[src/rtl/tga_pixel_stream_decoder_unit_defines.svh]
// ----------------------------------------------------------------------------
// TGA pixel stream decoder - assertion macros
// Shared concurrent assertion wrappers, clocked on clk_i, off during reset.
// ----------------------------------------------------------------------------
`ifndef TGA_PIXEL_STREAM_DECODER_UNIT_DEFINES_SVH
`define TGA_PIXEL_STREAM_DECODER_UNIT_DEFINES_SVH

// property must hold at every edge
`define TGAPSD_ASSERT(lbl, prop, msg) \
  lbl: assert property (@(posedge clk_i) disable iff (!rst_ni) (prop)) else $error(msg);

// same-cycle implication
`define TGAPSD_ASSERT_IMP(lbl, ante, cons, msg) \
  lbl: assert property (@(posedge clk_i) disable iff (!rst_ni) (ante) |-> (cons)) \
    else $error(msg);

// next-cycle implication
`define TGAPSD_ASSERT_NXT(lbl, ante, cons, msg) \
  lbl: assert property (@(posedge clk_i) disable iff (!rst_ni) (ante) |=> (cons)) \
    else $error(msg);

`endif

[src/rtl/tgapsd_pkg.sv]
// ----------------------------------------------------------------------------
// TGA pixel stream decoder - package
// Payload structs, register map, image kind and error codes.
// ----------------------------------------------------------------------------
package tgapsd_pkg;

  localparam int unsigned PALETTE_DEPTH_DEF = 256;
  localparam int unsigned QUEUE_DEPTH       = 2;
  localparam int unsigned CFG_AW            = 4;
  localparam int unsigned CFG_DW            = 32;

  // run packet header
  localparam int unsigned RUN_FLAG_BIT   = 7;
  localparam logic [6:0]  RUN_COUNT_MASK = 7'h7F;

  // register indexes
  localparam logic [1:0] REG_IMAGE_KIND = 2'd0;
  localparam logic [1:0] REG_FOUR_BYTE  = 2'd1;
  localparam logic [1:0] REG_PIX_TOTAL  = 2'd2;

  typedef enum logic [1:0] {
    KIND_INDEXED = 2'd0,
    KIND_RAW     = 2'd1,
    KIND_RLE     = 2'd2
  } image_kind_e;

  typedef enum logic [1:0] {
    ERR_NONE      = 2'd0,
    ERR_OVERFLOW  = 2'd1,
    ERR_EARLY_END = 2'd2
  } err_e;

  typedef struct packed {
    logic [7:0] data_byte;
    logic       mode;
    logic       start_image;
    logic       end_of_data;
  } in_item_t;

  typedef struct packed {
    logic [7:0] red;
    logic [7:0] green;
    logic [7:0] blue;
    logic [7:0] alpha;
    logic [7:0] repeat_res;
    logic       last_pixel;
    logic [1:0] error;
  } out_item_t;

  typedef struct packed {
    logic [1:0]  image_kind;
    logic        four_byte_pixels;
    logic [31:0] pixel_total;
  } cfg_t;

  // one finished pixel (or error) in file byte order, between front and back
  typedef struct packed {
    logic [31:0] px;
    logic        four;
    logic [7:0]  rep;
    logic        last;
    logic [1:0]  err;
  } pix_cmd_t;

endpackage

[src/rtl/tgapsd_back.sv]
// ----------------------------------------------------------------------------
// TGA pixel stream decoder - back end
// Reorders pixel bytes to red-green-blue-alpha and holds the result register.
// ----------------------------------------------------------------------------
`include "tga_pixel_stream_decoder_unit_defines.svh"

module tgapsd_back (
  input  logic                  clk_i,
  input  logic                  rst_ni,
  input  logic                  q_empty_i,
  input  tgapsd_pkg::pix_cmd_t  q_cmd_i,
  output logic                  q_pop_o,
  output logic                  empty,
  input  logic                  pop,
  output tgapsd_pkg::out_item_t res_o
);

  logic                  vld_q;
  tgapsd_pkg::out_item_t res_q, res_d;

  assign q_pop_o = !q_empty_i && (!vld_q || pop);
  assign empty   = !vld_q;
  assign res_o   = res_q;

  always_comb begin
    res_d.red        = q_cmd_i.px[23:16];
    res_d.green      = q_cmd_i.px[15:8];
    res_d.blue       = q_cmd_i.px[7:0];
    res_d.alpha      = q_cmd_i.four ? q_cmd_i.px[31:24] : 8'd0;
    res_d.repeat_res = q_cmd_i.rep;
    res_d.last_pixel = q_cmd_i.last;
    res_d.error      = q_cmd_i.err;
  end

  always_ff @(posedge clk_i or negedge rst_ni) begin
    if (!rst_ni) begin
      vld_q <= 1'b0;
    end else if (q_pop_o) begin
      vld_q <= 1'b1;
    end else if (pop) begin
      vld_q <= 1'b0;
    end
  end

  always_ff @(posedge clk_i) begin
    if (q_pop_o) begin
      res_q <= res_d;
    end
  end

  `TGAPSD_ASSERT_IMP(a_zero_rep_is_error, vld_q && res_q.repeat_res == 8'd0,
                     res_q.error != tgapsd_pkg::ERR_NONE, "zero repeat without error")

endmodule

[config.mk]
export PLATFORM = sky130hd
export DESIGN_NAME = tgapsd_back
export DESIGN_NICKNAME = d
export VERILOG_FILES = /design/src/rtl/tgapsd_pkg.sv /design/src/rtl/tgapsd_back.sv
export VERILOG_INCLUDE_DIRS = /design/src /design/src/rtl
export SDC_FILE = /design/constraint.sdc
export NUM_CORES = 1
export LEC_CHECK = 0
export BUFFER_PORTS_ARGS = -buffer_cell sky130_fd_sc_hd__buf_2
export CAP_MARGIN = 10
export CORE_MARGIN = 3
export CORE_UTILIZATION = 29
export CTS_CLUSTER_SIZE = 25
export DETAILED_ROUTE_END_ITERATION = 7
export PLACE_DENSITY = 0.57
export SKIP_CTS_REPAIR_TIMING = 1
export SLEW_MARGIN = 20
export SYNTH_ARGS = -nofsm -noshare
export SYNTH_HDL_FRONTEND = slang
export SYNTH_SLANG_ARGS = --single-unit
[constraint.sdc]
create_clock -name clk_i -period 3.7 [get_ports clk_i]
set_input_delay 0.37 -clock clk_i [delete_from_list [all_inputs] [get_ports clk_i]]
set_output_delay 0.37 -clock clk_i [all_outputs]
set_load 0.05 [all_outputs]
### Word-level counts from Yosys, hierarchy flattened

Index checks and enable logic that the tools add are counted.

* register bits after elaboration: 44
* output and inout bits: 45

* muxes and demuxes: 2
* reduce and logical (&&, ||, !) cells: 5

Operators by type and width (count)
* logical NOT 1 bit: 2
* 2-to-1 mux 1 bit: 2
* nonzero test 2 bit: 1
* logical AND 1 bit: 1
* logical OR 1 bit: 1

### Depth between registers and ports, before layout

* word-level depth: 4
* mapped depth: 2

### Least setup slack after synthesis

OpenSTA, ideal clock, no wires.

* kind: input to register
* from: input pop
* to: register res_q, in the netlist res_o[0], enable pin
* arrival time: 3226 ps
* data required time: 3207 ps
* path slack: -18 ps
* cell stages on the path: 2
* cell sequence: inv_1 > a21oi_1

* longest elaborated chain between the ends: 2

RTL lines
* start: declaration: RTL line tgapsd_back.sv:14 `input logic pop,`
* logical OR 1 bit: RTL line tgapsd_back.sv:21 `assign q_pop_o = !q_empty_i && (!vld_q || pop);`
* logical AND 1 bit: RTL line tgapsd_back.sv:21
* via q_pop_o: RTL line tgapsd_back.sv:12 `output logic q_pop_o,`
* end signal: assignment: RTL line tgapsd_back.sv:47 `res_q <= res_d;`
* end: declaration: RTL line tgapsd_back.sv:19 `tgapsd_pkg::out_item_t res_q, res_d;`

The timed path passes the listed nets, and every way through them passes these cells.
A chain may end at the register's enable or synchronous reset.

### Worst setup path in the final report

* from: register vld_q
* to: output q_pop_o

* longest elaborated chain between the ends: 3

RTL lines
* start: declaration: RTL line tgapsd_back.sv:18 `logic vld_q;`
* start signal: assignment: RTL line tgapsd_back.sv:37 `vld_q <= 1'b0;`
* start signal: assignment: RTL line tgapsd_back.sv:39 `vld_q <= 1'b1;`
* start signal: assignment: RTL line tgapsd_back.sv:41 `vld_q <= 1'b0;`
* logical NOT 1 bit: RTL line tgapsd_back.sv:21
* logical OR 1 bit: RTL line tgapsd_back.sv:21
* logical AND 1 bit: RTL line tgapsd_back.sv:21
* end: declaration: RTL line tgapsd_back.sv:12

Every way passes these cells.

==> metrics.cfg <==
[drt]
vias_per_cell = 4.139
drt_iter0_drc = 75
drt_first_pass_iters = 2
vias = 865
antenna_left = 0
post_drt_wl_per_cell_um = 14.75
drc_errors = 0
wl_um = 3082

[flow_run]
cap_violations = 0

[yosys]
yosysUniqueCellTypes = 6
syn-cell-area_mm2 = 0.001384
avgSynthCellArea_um2 = 24.71
synth_nets = 104
synth_cells = 56
ys_ff_latch = 44
yosys_warnings = 0
synth-seq-area-share_pct = 95.12

[critical_path]
end_kind = primary output
critPathKind = reg -> out
crit_buf_inv = 1
worst_ep_required_time_ps = 3330
start_kind = register
cpMaxStageDelayCell = a21oi_4
worstPathCellList = a21oi_4, buf_2
path_max_fanout = 22
max_stage_delay_ps = 620
path_delay_family = compound AO/OA/AOI/OAI gates
arrival_ps = 1700

[sta]
min_period_over_period_pct = 56.00
setup_ws_ps = 1628
setup_viol = 0
slew_viol_final = 0
slew_headroom_pct = 49.79
hold_viol_final = 0
fmax_ghz = 0.4827
tightest_slew_ps = 751.4
hold-worst-slack_ps = 259.3
fin_skew_ps = 3.917
setup_tns_ps = 0
period_needed_ps = 2072
rsz0062_at_grt = no

[power_and_ir_drop]
cellLeakagePower_nw = 0.8751
peakVddDrop_mv = 0.1569
p_per_area_mw_per_mm2 = 509.0

[placement]
hpwl_um = 2419
routabilityCongestion = 0.7032
dp_slack_ps = 1782
port_buffers = 92
placed_cell_area_mm2 = 0.001928

[layout]
antennaDiodeCount = 0
final_cell_mix = 92 x buf_2, 43 x edfxtp_1, 8 x and2_1
area_delta_synth_final_pct = 45.66
final_core_utilization_pct = 45.05
layout_commonest_cell = buf_2
nFillCells = 404
final_area_mm2 = 0.002016
drive_gt1_share_pct = 63.69
num-nets-final = 205

[global_route]
grt_pass1_vias = 881
use_met2_pct = 18.09
antenna_found_initial = 0
track_usage_pct = 10.85
grt_use_met1_pct = 12.16
grt_max_degree = 24
grt_first_pass_wirelength_um = 4312
globalRoute.busiestLayer = met2
gr-total-overflow = 0
met3_usage_pct = 3.738

[floorplanning]
die_h_um = 75.08
ios = 93
die-area_mm2 = 0.005637
start_util_pct = 30.93
die_x_um = 75.08
num_rows = 24
core_area_mm2 = 0.004474

[cts]
clk_path_buf_depth = 2
cts_max_level = 2
cts-root-buf = clkbuf_8
clk_pin_slew_ps = 80
cts_buffers = 5
tritoncts = done
insertion_delay_ps = 280
clock_sinks = 44

[hold_path]
hp-class = in -> reg

[run_status]
outcome = finished, final reports clean

[worst paths after layout]
| kind | start | end | slack, ps | cells after the start |
|---|---|---|---|---|
| min | q_cmd_i[26] | res_o[33] | 260 | 1 |
| max | vld_q | q_pop_o | 1630 | 2 |
| max reg2reg | vld_q | res_o[25] | 1940 | 2 |
| max in group asynchronous | rst_ni | vld_q | 3230 | 2 |
| min reg2reg | vld_q | vld_q | 600 | 2 |
| min in group asynchronous | rst_ni | vld_q | 390 | 2 |
[flip-flops by register name, indices dropped and copies added, names as in the netlist]
signal / count
vld_q: 1
res_o: 43
[layout make-up]
class | count | area, um2 | share of cell area [%]
clock inverter | 1 | 5.005 | 0.2483
inverter | 2 | 7.507 | 0.3724
sequential | 44 | 1316 | 65.30
clock buffer | 6 | 72.57 | 3.600
timing repair buffer | 94 | 478.0 | 23.71
tap | 52 | 65.06 | 3.228
multi-input combinational | 10 | 71.32 | 3.538
[power by group]
| group | total [mW] | switching (mW) | internal, mW |
|---|---|---|---|
| combinational | 0.167 | 0.127 | 0.0396 |
| sequential | 0.587 | 0.00662 | 0.580 |
| clock | 0.273 | 0.144 | 0.128 |
| total | 1.03 | 0.278 | 0.748 |
[metrics by stage]
| stage | power [mW] | instances |
|---|---|---|
| floorplan | 0.7095 | 56 |
| global placement | 0.7625 | 201 |
| detailed placement | 0.7667 | 201 |
| CTS | 1.040 | 208 |
| global route | 1.072 | 209 |
| finish | 1.026 | 209 |
[routing by layer]
layer / wire length (um) / share of wire, %
met5: 0 / 0
met4: 59 / 1.9
met3: 370 / 12
met2: 1413 / 46
met1: 1238 / 40
[logic make-up after synthesis]
logic type	synth area share, %
AO/OA/AOI/OAI	0.7226
AND/OR/NAND/NOR	3.617
buffers and inverters	0.5427
flip-flops	95.12
[worst register-to-register path, cell delays in order (launching register included)]
cell and delay [ps]:
dfrtp_1 410, a21oi_4 620, buf_4 420
[cells in the mapped netlist]
| master | instances | area, um2 |
|---|---|---|
| and2_1 | 8 | 50.05 |
| dfrtp_1 | 1 | 25.02 |
| edfxtp_1 | 43 | 1291 |
| inv_1 | 2 | 7.510 |
| a21oi_1 | 1 | 5.000 |
| o21ai_1 | 1 | 5.000 |
Note: power is estimated with default switching activity, not from simulation.
