$ cat config.mk
export PLATFORM = sky130hd
export DESIGN_NAME = tgapsd_regs
export DESIGN_NICKNAME = d
export VERILOG_FILES = /design/src/rtl/tga_pixel_stream_decoder_unit_defines.svh /design/src/rtl/tgapsd_pkg.sv /design/src/rtl/tgapsd_regs.sv
export SDC_FILE = /design/constraint.sdc
export NUM_CORES = 1
export LEC_CHECK = 0
export BUFFER_PORTS_ARGS = -buffer_cell sky130_fd_sc_hd__buf_2
export CAP_MARGIN = 20
export CORE_ASPECT_RATIO = 0.6
export CORE_MARGIN = 2
export CORE_UTILIZATION = 41
export CTS_CLUSTER_SIZE = 24
export DETAILED_ROUTE_END_ITERATION = 10
export GPL_ROUTABILITY_DRIVEN = 0
export PLACE_DENSITY = 0.79
export SLEW_MARGIN = 20
export SYNTH_ARGS = -nofsm -noshare
export SYNTH_HDL_FRONTEND = slang
export SYNTH_SLANG_ARGS = --single-unit
$ cat constraint.sdc
create_clock -name clk_i -period 1.55 [get_ports clk_i]
set_input_delay 0.465 -clock clk_i [delete_from_list [all_inputs] [get_ports clk_i]]
set_output_delay 0.465 -clock clk_i [all_outputs]
set_load 0.005 [all_outputs]
$ cat src/rtl/tga_pixel_stream_decoder_unit_defines.svh
// ----------------------------------------------------------------------------
// TGA pixel stream decoder - assertion macros
// Shared concurrent assertion wrappers, clocked on clk_i, off during reset.
// ----------------------------------------------------------------------------
`ifndef TGA_PIXEL_STREAM_DECODER_UNIT_DEFINES_SVH
`define TGA_PIXEL_STREAM_DECODER_UNIT_DEFINES_SVH

// property must hold at every edge
`define TGAPSD_ASSERT(lbl, prop, msg) \
  lbl: assert property (@(posedge clk_i) disable iff (!rst_ni) (prop)) else $error(msg);

// same-cycle implication
`define TGAPSD_ASSERT_IMP(lbl, ante, cons, msg) \
  lbl: assert property (@(posedge clk_i) disable iff (!rst_ni) (ante) |-> (cons)) \
    else $error(msg);

// next-cycle implication
`define TGAPSD_ASSERT_NXT(lbl, ante, cons, msg) \
  lbl: assert property (@(posedge clk_i) disable iff (!rst_ni) (ante) |=> (cons)) \
    else $error(msg);

`endif

$ cat src/rtl/tgapsd_pkg.sv
// ----------------------------------------------------------------------------
// TGA pixel stream decoder - package
// Payload structs, register map, image kind and error codes.
// ----------------------------------------------------------------------------
package tgapsd_pkg;

  localparam int unsigned PALETTE_DEPTH_DEF = 256;
  localparam int unsigned QUEUE_DEPTH       = 2;
  localparam int unsigned CFG_AW            = 4;
  localparam int unsigned CFG_DW            = 32;

  // run packet header
  localparam int unsigned RUN_FLAG_BIT   = 7;
  localparam logic [6:0]  RUN_COUNT_MASK = 7'h7F;

  // register indexes
  localparam logic [1:0] REG_IMAGE_KIND = 2'd0;
  localparam logic [1:0] REG_FOUR_BYTE  = 2'd1;
  localparam logic [1:0] REG_PIX_TOTAL  = 2'd2;

  typedef enum logic [1:0] {
    KIND_INDEXED = 2'd0,
    KIND_RAW     = 2'd1,
    KIND_RLE     = 2'd2
  } image_kind_e;

  typedef enum logic [1:0] {
    ERR_NONE      = 2'd0,
    ERR_OVERFLOW  = 2'd1,
    ERR_EARLY_END = 2'd2
  } err_e;

  typedef struct packed {
    logic [7:0] data_byte;
    logic       mode;
    logic       start_image;
    logic       end_of_data;
  } in_item_t;

  typedef struct packed {
    logic [7:0] red;
    logic [7:0] green;
    logic [7:0] blue;
    logic [7:0] alpha;
    logic [7:0] repeat_res;
    logic       last_pixel;
    logic [1:0] error;
  } out_item_t;

  typedef struct packed {
    logic [1:0]  image_kind;
    logic        four_byte_pixels;
    logic [31:0] pixel_total;
  } cfg_t;

  // one finished pixel (or error) in file byte order, between front and back
  typedef struct packed {
    logic [31:0] px;
    logic        four;
    logic [7:0]  rep;
    logic        last;
    logic [1:0]  err;
  } pix_cmd_t;

endpackage

$ cat src/rtl/tgapsd_regs.sv
// ----------------------------------------------------------------------------
// TGA pixel stream decoder - configuration registers
// APB-style register file: image kind, pixel size, pixel total.
// ----------------------------------------------------------------------------
module tgapsd_regs (
  input  logic                              clk_i,
  input  logic                              rst_ni,
  input  logic                              psel,
  input  logic                              penable,
  input  logic                              pwrite,
  input  logic [tgapsd_pkg::CFG_AW-1:0]     paddr,
  input  logic [tgapsd_pkg::CFG_DW-1:0]     pwdata,
  output logic [tgapsd_pkg::CFG_DW-1:0]     prdata,
  output logic                              pready,
  output tgapsd_pkg::cfg_t                  cfg_o
);

  tgapsd_pkg::cfg_t cfg_q, cfg_d;
  logic             wr_en;
  logic [1:0]       reg_idx;

  assign pready  = 1'b1;
  assign wr_en   = psel && penable && pwrite;
  assign reg_idx = paddr[3:2];

  always_comb begin
    cfg_d = cfg_q;
    if (wr_en) begin
      case (reg_idx)
        tgapsd_pkg::REG_IMAGE_KIND: cfg_d.image_kind       = pwdata[1:0];
        tgapsd_pkg::REG_FOUR_BYTE:  cfg_d.four_byte_pixels = pwdata[0];
        tgapsd_pkg::REG_PIX_TOTAL:  cfg_d.pixel_total      = pwdata;
        default: ;
      endcase
    end
  end

  always_ff @(posedge clk_i or negedge rst_ni) begin
    if (!rst_ni) begin
      cfg_q.image_kind       <= tgapsd_pkg::KIND_RAW;
      cfg_q.four_byte_pixels <= 1'b0;
      cfg_q.pixel_total      <= '0;
    end else begin
      cfg_q <= cfg_d;
    end
  end

  always_comb begin
    case (reg_idx)
      tgapsd_pkg::REG_IMAGE_KIND: prdata = {30'b0, cfg_q.image_kind};
      tgapsd_pkg::REG_FOUR_BYTE:  prdata = {31'b0, cfg_q.four_byte_pixels};
      tgapsd_pkg::REG_PIX_TOTAL:  prdata = cfg_q.pixel_total;
      default:                    prdata = '0;
    endcase
  end

  assign cfg_o = cfg_q;

endmodule

---- Word level (Yosys, flattened, before mapping) ----
Index checks and enable logic that the tools add are counted.
word-level totals
  register bits after elaboration ......... 35
  latch bits .............................. 0
  memory bits (writable) .................. 0
  ROM bits ................................ 0
  bits of input ports ..................... 41
  output and inout port bits .............. 68
  logic and storage cells ................. 12
  memories ................................ 0
cells by class
  add/subtract/negate cells ............... 0
  multipliers ............................. 0
  div/mod/pow operators ................... 0
  order comparisons ....................... 0
  equality and inequality tests ........... 2
  shift operators ......................... 0
  mux-type cells .......................... 1
  bitwise gates (word level) .............. 0
  reduce and logical (&&, ||, !) cells .... 6
operators with widths
  kind                                                  count
  one-hot mux 32 bit (3 select lines)                   1
  AND reduction 2 bit                                   3
  equality test 2 x 1 -> 1 bit (second input constant)  1
  equality test 2 bit (second input constant)           1
  logical AND 1 bit                                     2
  logical NOT 2 bit                                     1

---- Longest topological paths before layout ----
  word-level depth ........................ 3
  mapped depth ............................ 4

---- Least setup slack after synthesis ----
No wires, ideal clock.
  kind .................................... input to register
  start point ............................. input port pwrite
  end point ............................... register cfg_q, in the netlist cfg_o[0]
  library setup time ...................... 125 ps
  arrival ................................. 1408 ps
  slack ................................... 18 ps
  stages .................................. 4
  path buffers ............................ 1
  cells stage by stage .................... nand3_1 nor3b_4 buf_6 mux2_2
between the ends
  cells in the longest elaborated chain, start to end .. 2
ends and longest elaborated chain
  what                           line               text
  start: declaration             tgapsd_regs.sv:10  input logic pwrite,
  logical AND 1 bit              tgapsd_regs.sv:23  assign wr_en = psel && penable && pwrite;
  AND reduction 2 bit (no line)  n/a
  end signal: assignment         tgapsd_regs.sv:44  cfg_q <= cfg_d;
  end: declaration               tgapsd_regs.sv:18  tgapsd_pkg::cfg_t cfg_q, cfg_d;
Every way passes these cells.
A chain may end at the register's enable or synchronous reset.

---- Worst setup path after layout ----
  start point ............................. input port paddr[2] in the netlist's numbering
  end point ............................... output port prdata[16] in the netlist's numbering
between the ends
  cells in the longest elaborated chain, start to end .. 2
  elaborated cells on any way between the ends .. 4
  classes of those cells .................. 2 x eq/ne; 1 x mux; 1 x reduce/logical
ends and longest elaborated chain
  what                                         line               text
  start: declaration                           tgapsd_regs.sv:11  input logic [tgapsd_pkg::CFG_AW-1:0] paddr,
  equality test 2 bit (tied with other cells)  tgapsd_regs.sv:49  case (reg_idx)
  one-hot mux 32 bit (3 select lines) *        tgapsd_regs.sv:49
  end: declaration                             tgapsd_regs.sv:13  output logic [tgapsd_pkg::CFG_DW-1:0] prdata,
Every way passes the cells marked *; elsewhere a longest branch is shown, timed or not.

==> out/qor.txt <==
outcome = finished, violations left
failing checks = negative setup slack
Slew Limit Fails = 0
Largest stage delay, worst path = 0.18 ns
top cells by area, synth = dfrtp_1, mux2_2, and2_1
crit path kind = in -> out
Initial Utilization = 43.00%
post-synth top area share = 53.46%
required time of the critical path = 1.08 ns
register area share after synthesis = 55.11%
Yosys cell types = 18
clk slew on worst S/H paths = 0.07 ns
Worst Path Max Fanout = 8
Max Clk Rate = 621.8 MHz
CTS tree = yes
Pleak = 1.345 nW
Yosys warnings = 0
clk buf depth = 2
die area = 4413 um^2
# diodes = 0
CP cell instances = buf_8 -> nor2b_4 -> buf_6 -> and2_4 -> buf_6
P&R area growth vs syn = 61.01%
crit start category = primary input
clock skew = 0 ns
DRC Markers = 0
Avg Inst Size Synth = 13.49 um^2
Power Density = 1133 nW/um^2
power after layout = 2.904 mW
Top Ports = 109
most frequent cells in the layout = buf_2, dfrtp_1, mux2_2
Row Count = 17
nets@finish = 276
RSZ-0062 raised after global routing = true
endpoints failing setup = 31
CP dominant cell by count = buf_6
Port-buffer cells = 105
die width = 84.44 um
final worst slack = -0.05828 ns
CTS sink cnt = 35
initial drt markers = 14
worst ir drop on vdd = 0.8918 mV
syn nets = 159
hpwl dp = 2637 um
Avg Vias per Cell = 4.572
Final period util = 103.8%
number of global-route vias before repair = 1188
H-tree levels = 2
Num CTS Buffers = 5
routed length per instance = 13.00 um
CTS root buf = clkbuf_8
global-route wire length before repair = 5796 um
Max Cap Viol = 0
Hold Buf Count CTS = 0
WP data arrival = 1.14 ns
Mapped Area = 1592 um^2
commonest non-fill, non-tap cell in the layout = buf_2
die height = 52.26 um
worst-skew pair later-pin latency = 0.28 ns
grt ovf = 0
core area = 3701 um^2
gr usage total = 17.26%
Slowest cell on crit path = nor2b_4
DRT Pass-1 Iters = 2
element type at the critical path end = primary output
Filler Cells Inserted = 276
DRT Wirelength = 3679 um
DRT antenna net count = 0
Final Hold Viols = 0
via count = 1294
HP Class = in -> async
Placement Setup Slack = -0.1375 ns
register area = 877.1 um^2
synthesized instance count = 118
max FFs per register = 35
Tmin final = 1.608 ns
Synth area leader = dfrtp_1
share of cells above drive strength 1 = 76.27%
flops & latches, synth = 35
antenna violations before repair = 0
pin count of the biggest net entering global routing = 36
Multi-input gate area = 718.2 um^2
[layout make-up]
| cell class | count | area share [%] |
|---|---|---|
| Sequential cell | 35 | 34.23 |
| Timing Repair Buffer | 117 | 30.86 |
| Multi-Input combinational cell | 76 | 28.03 |
| Clock buffer | 6 | 3.223 |
| Tap cell | 47 | 2.295 |
| Clock inverter | 2 | 1.367 |
[path summary, 6_finish.rpt]
path	start	endpoint	slack [ns]	cells after the start
worst max-delay path	paddr[2]	prdata[16]	-0.06	5
worst min-delay path	rst_ni	cfg_o[26]$_DFFE_PN0P_	0.14	2
worst max register to register	cfg_o[33]$_DFFE_PN1P_	cfg_o[33]$_DFFE_PN1P_	0.74	2
worst min register to register	cfg_o[26]$_DFFE_PN0P_	cfg_o[26]$_DFFE_PN0P_	0.50	1
max in group asynchronous	rst_ni	cfg_o[33]$_DFFE_PN1P_	1.17	2
min in group clk_i	pwdata[26]	cfg_o[26]$_DFFE_PN0P_	0.40	2
[routing by layer]
metal,global-route usage [%],routed length [um],up-vias
li1,-,-,631
met1,22.19,1651,593
met2,27.25,1617,70
met3,7.559,410,0
met4,3.968,0,0
met5,0,0,-
[cell families (layout without fill, tap and decap cells)]
kind of cell / Yosys count / count (layout) / share of synthesized area, %
AO/OA/AOI/OAI: 1 / 1 / 0.3142
other: 1 / 1 / 0.2356
AND/OR/NAND/NOR: 37 / 37 / 15.02
flip-flops: 35 / 35 / 55.11
multiplexers: 37 / 37 / 26.02
buffers and inverters: 7 / 125 / 3.302
[power by group]
part	internal [mW]	leakage (nW)	switching (mW)
Clock	0.520	0.0612	0.318
Sequential	1.13	0.427	0.151
Combinational	0.511	0.856	0.272
[timing repair]
action / CTS / global route
buffers inserted: 2 / 1
cloned: 1 / 0
gates resized for setup: 24 / 24
pin swaps: 21 / 4
setup endpoints to repair: 31 / 32
[metrics by stage]
step	cells	TNS, ns	util (%)	cell area, um^2	hold WS, ns
final	283	-1.487	69.24	2562	0.1408
after global routing	283	-3.012	69.24	2562	0.1374
after CTS	283	-1.745	66.50	2461	0.1420
after detailed placement	272	-6.169	60.28	2231	0.4428
after global placement	272	-5.225	60.28	2231	0.4507
after floorplan	118	0	-	1592	0.1694
[worst max-delay path, delay by kind of cell]
kind	cells	cell delay, ns
buffers and inverters	3	0.35
AND/OR/NAND/NOR	2	0.32
[synth_stat cells]
master    count
and2_1       30
buf_4         1
buf_6         3
clkbuf_1      3
conb_1        1
dfrtp_1      34
dfstp_2       1
mux2_1        2
mux2_2       33
mux2i_1       2
nand2_1       1
nand3_1       1
nor2_1        1
nor2b_1       1
nor3b_1       1
nor3b_4       1
o21ai_0       1
or3_1         1
No activity file was read; power rests on OpenSTA's default activity.
