File: src/rtl/tga_pixel_stream_decoder_unit_defines.svh
// ----------------------------------------------------------------------------
// TGA pixel stream decoder - assertion macros
// Shared concurrent assertion wrappers, clocked on clk_i, off during reset.
// ----------------------------------------------------------------------------
`ifndef TGA_PIXEL_STREAM_DECODER_UNIT_DEFINES_SVH
`define TGA_PIXEL_STREAM_DECODER_UNIT_DEFINES_SVH

// property must hold at every edge
`define TGAPSD_ASSERT(lbl, prop, msg) \
  lbl: assert property (@(posedge clk_i) disable iff (!rst_ni) (prop)) else $error(msg);

// same-cycle implication
`define TGAPSD_ASSERT_IMP(lbl, ante, cons, msg) \
  lbl: assert property (@(posedge clk_i) disable iff (!rst_ni) (ante) |-> (cons)) \
    else $error(msg);

// next-cycle implication
`define TGAPSD_ASSERT_NXT(lbl, ante, cons, msg) \
  lbl: assert property (@(posedge clk_i) disable iff (!rst_ni) (ante) |=> (cons)) \
    else $error(msg);

`endif

File: src/rtl/tgapsd_pkg.sv
// ----------------------------------------------------------------------------
// TGA pixel stream decoder - package
// Payload structs, register map, image kind and error codes.
// ----------------------------------------------------------------------------
package tgapsd_pkg;

  localparam int unsigned PALETTE_DEPTH_DEF = 256;
  localparam int unsigned QUEUE_DEPTH       = 2;
  localparam int unsigned CFG_AW            = 4;
  localparam int unsigned CFG_DW            = 32;

  // run packet header
  localparam int unsigned RUN_FLAG_BIT   = 7;
  localparam logic [6:0]  RUN_COUNT_MASK = 7'h7F;

  // register indexes
  localparam logic [1:0] REG_IMAGE_KIND = 2'd0;
  localparam logic [1:0] REG_FOUR_BYTE  = 2'd1;
  localparam logic [1:0] REG_PIX_TOTAL  = 2'd2;

  typedef enum logic [1:0] {
    KIND_INDEXED = 2'd0,
    KIND_RAW     = 2'd1,
    KIND_RLE     = 2'd2
  } image_kind_e;

  typedef enum logic [1:0] {
    ERR_NONE      = 2'd0,
    ERR_OVERFLOW  = 2'd1,
    ERR_EARLY_END = 2'd2
  } err_e;

  typedef struct packed {
    logic [7:0] data_byte;
    logic       mode;
    logic       start_image;
    logic       end_of_data;
  } in_item_t;

  typedef struct packed {
    logic [7:0] red;
    logic [7:0] green;
    logic [7:0] blue;
    logic [7:0] alpha;
    logic [7:0] repeat_res;
    logic       last_pixel;
    logic [1:0] error;
  } out_item_t;

  typedef struct packed {
    logic [1:0]  image_kind;
    logic        four_byte_pixels;
    logic [31:0] pixel_total;
  } cfg_t;

  // one finished pixel (or error) in file byte order, between front and back
  typedef struct packed {
    logic [31:0] px;
    logic        four;
    logic [7:0]  rep;
    logic        last;
    logic [1:0]  err;
  } pix_cmd_t;

endpackage

File: src/rtl/tgapsd_fifo.sv
// ----------------------------------------------------------------------------
// TGA pixel stream decoder - command queue
// Short queue of pixel commands between front end and back end.
// ----------------------------------------------------------------------------
`include "tga_pixel_stream_decoder_unit_defines.svh"

module tgapsd_fifo (
  input  logic                  clk_i,
  input  logic                  rst_ni,
  input  logic                  push_i,
  input  tgapsd_pkg::pix_cmd_t  wdata_i,
  output logic                  full_o,
  input  logic                  pop_i,
  output tgapsd_pkg::pix_cmd_t  rdata_o,
  output logic                  empty_o
);

  localparam int unsigned Depth = tgapsd_pkg::QUEUE_DEPTH;
  localparam int unsigned PtrW  = (Depth > 1) ? $clog2(Depth) : 1;
  localparam int unsigned CntW  = $clog2(Depth + 1);

  tgapsd_pkg::pix_cmd_t store_q [Depth];
  logic [PtrW-1:0]      wptr_q, rptr_q;
  logic [CntW-1:0]      cnt_q;
  logic                 do_push, do_pop;

  assign full_o  = cnt_q == CntW'(Depth);
  assign empty_o = cnt_q == '0;
  assign do_push = push_i && !full_o;
  assign do_pop  = pop_i && !empty_o;
  assign rdata_o = store_q[rptr_q];

  always_ff @(posedge clk_i) begin
    if (do_push) begin
      store_q[wptr_q] <= wdata_i;
    end
  end

  always_ff @(posedge clk_i or negedge rst_ni) begin
    if (!rst_ni) begin
      wptr_q <= '0;
      rptr_q <= '0;
      cnt_q  <= '0;
    end else begin
      if (do_push) begin
        wptr_q <= (wptr_q == PtrW'(Depth - 1)) ? '0 : wptr_q + PtrW'(1);
      end
      if (do_pop) begin
        rptr_q <= (rptr_q == PtrW'(Depth - 1)) ? '0 : rptr_q + PtrW'(1);
      end
      if (do_push && !do_pop) begin
        cnt_q <= cnt_q + CntW'(1);
      end else if (do_pop && !do_push) begin
        cnt_q <= cnt_q - CntW'(1);
      end
    end
  end

  `TGAPSD_ASSERT(a_count_bound, cnt_q <= CntW'(Depth), "queue count past depth")

endmodule

File: config.mk
export PLATFORM = sky130hd
export DESIGN_NAME = tgapsd_fifo
export DESIGN_NICKNAME = d
export VERILOG_FILES = /design/src/rtl/tgapsd_pkg.sv /design/src/rtl/tgapsd_fifo.sv
export VERILOG_INCLUDE_DIRS = /design/src /design/src/rtl
export SDC_FILE = /design/constraint.sdc
export NUM_CORES = 1
export LEC_CHECK = 0
export BUFFER_PORTS_ARGS = -buffer_cell sky130_fd_sc_hd__buf_2
export CAP_MARGIN = 20
export CORE_MARGIN = 4
export CORE_UTILIZATION = 30
export CTS_CLUSTER_SIZE = 30
export DETAILED_ROUTE_END_ITERATION = 8
export PLACE_DENSITY_LB_ADDON = 0.08
export RECOVER_POWER = 50
export SLEW_MARGIN = 20
export SYNTH_ARGS = -nofsm -noshare
export SYNTH_HDL_FRONTEND = slang
export SYNTH_SLANG_ARGS = --single-unit
File: constraint.sdc
create_clock -name clk_i -period 3.75 [get_ports clk_i]
set_input_delay 0.1875 -clock clk_i [delete_from_list [all_inputs] [get_ports clk_i]]
set_output_delay 0.1875 -clock clk_i [all_outputs]
set_load 0.02 [all_outputs]
## After elaboration in Yosys (flattened, before gate mapping)

Memory sizes are Yosys's and may differ from the RTL's.
Index checks and enable logic that the tools add are counted.

| cells by class | value |
|---|---|
| divide/modulo/power cells | 0 |
| equal/unequal tests | 1 |
| reduce and logical (&&, ||, !) cells | 10 |
| add/sub/neg operators | 4 |
| bitwise operators | 0 |
| multipliers | 0 |
| muxes and demuxes | 6 |
| shift-type cells | 0 |
| magnitude comparators | 0 |

Operator list:

| operator | count |
|---|---|
| 1-bit logical AND | 4 |
| 1-bit zero test | 4 |
| 1-bit 2-to-1 mux | 4 |
| 2-bit 2-to-1 mux | 2 |
| 1-bit adder (second input constant) | 2 |
| 2-bit by 1-bit adder with 2-bit output (second input constant) | 1 |
| 2-bit equality test (second input constant) | 1 |
| 2-bit zero test | 1 |
| 2-bit nonzero test | 1 |
| 2-bit by 1-bit subtractor with 2-bit output (second input constant) | 1 |

| storage, ports and cells | value |
|---|---|
| memory bits (read-only) | 0 |
| memory bits (writable) | 88 |
| register bits after elaboration | 4 |
| output and inout port bits | 46 |
| latch bits | 0 |
| bits of input ports | 48 |
| logic and storage cells | 25 |
| memories kept | 1 |

Memory list:

| memory | depth | bits a word | rd ports | clocked after memory_dff | write ports | RTL line | RTL |
|---|---|---|---|---|---|---|---|
| store_q | 2 | 44 | 1 | 0 | 1 | tgapsd_fifo.sv:22 | `tgapsd_pkg::pix_cmd_t store_q [Depth];` |

## Longest topological paths before layout

| logic depth | value |
|---|---|
| word-level depth | 7 |
| mapped depth | 7 |
| gate-level depth less buffers | 7 |

## Worst setup path before layout

No wires, ideal clock.

| path | value |
|---|---|
| path kind | reg-to-reg |
| start point | reg cnt_q[0] |
| end point | mem store_q[0][0] in the netlist's numbering, enable pin |
| setup slack | 0.805 ns |
| data required time | 3.305 ns |
| stages on the path, launching flop included | 4 |
| path buffers | 0 |
| arrival | 2.499 ns |
| cell sequence | dfrtp_1 nand2b_1 nand2_1 nor2_1 |

| between the ends | value |
|---|---|
| longest elaborated chain between the ends | 5 |

RTL lines:

| item | RTL line | RTL |
|---|---|---|
| start: declaration | tgapsd_fifo.sv:24 | `logic [CntW-1:0] cnt_q;` |
| start signal: assignment | tgapsd_fifo.sv:52 | `cnt_q <= cnt_q + CntW'(1);` |
| start signal: assignment | tgapsd_fifo.sv:54 | `cnt_q <= cnt_q - CntW'(1);` |
| 2-bit equality test | tgapsd_fifo.sv:27 | `assign full_o = cnt_q == CntW'(Depth);` |
| 1-bit zero test | tgapsd_fifo.sv:29 | `assign do_push = push_i && !full_o;` |
| 1-bit logical AND | tgapsd_fifo.sv:29 |  |
| 1-bit 2-to-1 mux | tgapsd_fifo.sv:34 | `if (do_push) begin` |
| 1-bit 2-to-1 mux (not written as such) | tgapsd_fifo.sv:35 | `store_q[wptr_q] <= wdata_i;` |
| end: declaration | tgapsd_fifo.sv:22 |  |

Every way passes these cells.

==> reports/metrics.csv <==
stage;metric;value;unit
synthesis;synth_xor_area_share;1.226;%
critical_path;r2r_cells;4;
die;rows;39;
synthesis;synthSimpleGateAreaFrac;0.7706;%
placed_design;port_buffers;93;
timing;slew_viol_final;18;
finish;area_growth;24.20;%
critical_path;required;3560;ps
synthesis;synthMuxAreaShare;17.97;%
global_route;grt_use_total;9.545;%
global_route;grt.overflow.total;0;
synthesis;synth_top_family_by_area;multiplexers;
worst_hold_path;hold_depth;1;
die;dieArea;13720;µm²
finish;final_nets;309;
synthesis;synthAdderAreaFrac;0.3503;%
run_status;violations;max-capacitance violations, max-slew violations;
routing;viasPerCell;4.208;
clocking;htreeDepth;3;
worst_hold_path;min_from;wdata_i[32];
die;ios;94;
routing;drt-total-wl;6365;µm
pwr;p_leak;1.720;nW
timing;final-hold-violation-count;0;
finish;mostFrequentLayoutCell;edfxtp_1;
synthesis;yosysSeqAreaShare;76.78;%
global_route;grt_max_degree;28;
finish;drive_above_1_share;48.68;%
synthesis;ys.warnings.count;0;
routing;first_iter_violations;56;
pwr;powerDensity;827.8;nW/µm²
job;max_cap_viol_count;1;
worst_hold_path;holdPathEnd;store_q[0][32]$_DFFE_PP_;
timing;fmax;384.8;MHz
placed_design;hpwl;4292;µm
timing;setup_violations;0;
clocking;cts.sinks;92;
synthesis;synth.largest_area_cell;edfxtp_1;
timing;clock_skew;4.909;ps
synthesis;ys_seq_elements;92;
synthesis;syn_nets;205;
clocking;clockBufferDepth;2;
clocking;clock_latency;330;ps
global_route;grt_first_pass_wirelength;9301;µm
placed_design;placed_area;4178;µm²
critical_path;worst_setup_path_end_kind;output port;
global_route;antenna_found_initial;0;
timing;tightest_slew;1521;ps
synthesis;netlist_area;3572;µm²
clocking;postCtsSetupBuffers;0;
routing;ant_nets;0;
critical_path;reg2reg_slack;1160;ps
synthesis;synth_cells;156;
clocking;tritoncts;yes;
clocking;hold_buffers;1;
timing;rsz0062_at_grt;false;
worst_hold_path;holdCritPathClass;in -> reg;
synthesis;synth_area_leaders;edfxtp_1, mux2_4, dfrtp_1, buf_12, mux2_2;
die;core_area;11520;µm²
routing;drc;0;
timing;setup_tns;0;ps
die;start_util;31.02;%
placed_design;pre_cts_slack;1738;ps
placed_design;place_inst;391;
die;die_h;117.1;µm
synthesis;yosysUniqueCellTypes;15;
critical_path;startpoint_type;register;
clocking;cts_buffers;9;
finish;instances_no_fill;408;
run_status;outcome;complete, but fails checks;
placed_design;finalWeightedCongestion;0.6692;
pwr;peakVddDrop;0.3498;mV
clocking;postCtsResizedCells;0;
critical_path;path_class;reg -> out;
critical_path;cp_max_fo;23;
routing;wl_per_cell;15.60;µm
timing;slew_headroom;-1.805;%
timing;finalCritPeriodShare;69.31;%
timing;hold-worst-slack;46.14;ps
synthesis;avgSynthCellArea;22.90;µm²
timing;finalCriticalPeriod;2599;ps
finish;fillerInstances;1084;
clocking;root_buffer;clkbuf_16;
global_route;grt_pass1_vias;1755;
critical_path;arrival;2410;ps
critical_path;r2r-start;cnt_q[0]$_DFFE_PN0P_;
timing;worst_slack;1151;ps
routing;drt-pass1-iter-count;4;
finish;layout_common_cells;edfxtp_1, buf_2, mux2_4;
critical_path;r2r_end;store_q[0][25]$_DFFE_PP_;
synthesis;synth_compound_area_share;0.1401;%
synthesis;synth_top_area_share;73.98;%
routing;vias;1717;
finish;final_cell_area;4437;µm²
clocking;path_clk_slew;60;ps
die;die_w;117.1;µm
finish;antennaDiodeCount;0;
## state kept, by name (all words and copies together) (netlist names)
register and count:
cnt_q 2, rptr_q 1, store_q 88, wptr_q 1
## cell usage after synthesis
cell      count
edfxtp_1     88
mux2_4       39
mux2_2        5
buf_12        4
dfrtp_1       4
nor2_1        3
xnor2_1       3
inv_1         2
xor2_1        2
and3_1        1
buf_6         1
ha_1          1
nand2_1       1
nand2b_1      1
o21ai_1       1
## power breakdown
group	leakage, nW	switching, mW	internal [mW]
logic	0.717	0.679	0.582
registers	0.864	0.130	1.41
clock network	0.139	0.360	0.512
total	1.72	1.17	2.50
## logic make-up (layout without fill, tap and decap cells)
family	Yosys count	count (layout)
simple gates	6	6
compound gates	1	1
fa+ha+maj	1	1
flops	92	92
buf+inv	7	116
xor+xnor	5	5
mux	44	44
## stage by stage
stage                     utilization [%]  power, mW
after floorplan                         -      2.544
after global placement              36.28      2.865
after detailed placement            36.28      2.866
after CTS                           38.91      3.749
after global routing                38.53      3.883
final                               38.53      3.673
## layout make-up
type | count | area, µm² | share of cell area (%)
clock buffer | 9 | 225.2 | 5.076
clock inverter | 7 | 67.56 | 1.523
inverter | 2 | 7.507 | 0.1692
multi-input combinational | 57 | 730.7 | 16.47
sequential | 92 | 2743 | 61.82
tap | 143 | 178.9 | 4.033
timing repair buffer | 98 | 484.2 | 10.91
## routing by layer
metal / global-route usage, % / vias up / routed length, µm
li1: - / 813 / -
met1: 12.47 / 844 / 2882
met2: 14.33 / 52 / 3014
met3: 2.571 / 8 / 355
met4: 5.505 / 0 / 112
met5: 0 / - / 0
## worst max-delay path by stage
stage	slack, ps	cells past startpoint	end	startpoint
floorplan	810	3	store_q[0][0]$_DFFE_PP_	cnt_q[0]$_DFFE_PN0P_
global placement	1740	3	store_q[1][35]$_DFFE_PP_	cnt_q[0]$_DFFE_PN0P_
detailed placement	1740	3	store_q[1][35]$_DFFE_PP_	cnt_q[0]$_DFFE_PN0P_
CTS	1520	3	rdata_o[5]	rptr_q$_DFFE_PN0P_
global route	830	4	store_q[0][25]$_DFFE_PP_	cnt_q[0]$_DFFE_PN0P_
finish	1150	3	rdata_o[5]	rptr_q$_DFFE_PN0P_
## worst max-delay path: stages (launching register included)
cell and delay (ps):
dfrtp_1 1260, buf_12 320, mux2_4 330, buf_2 160
Power figures use the tool's default switching activity.
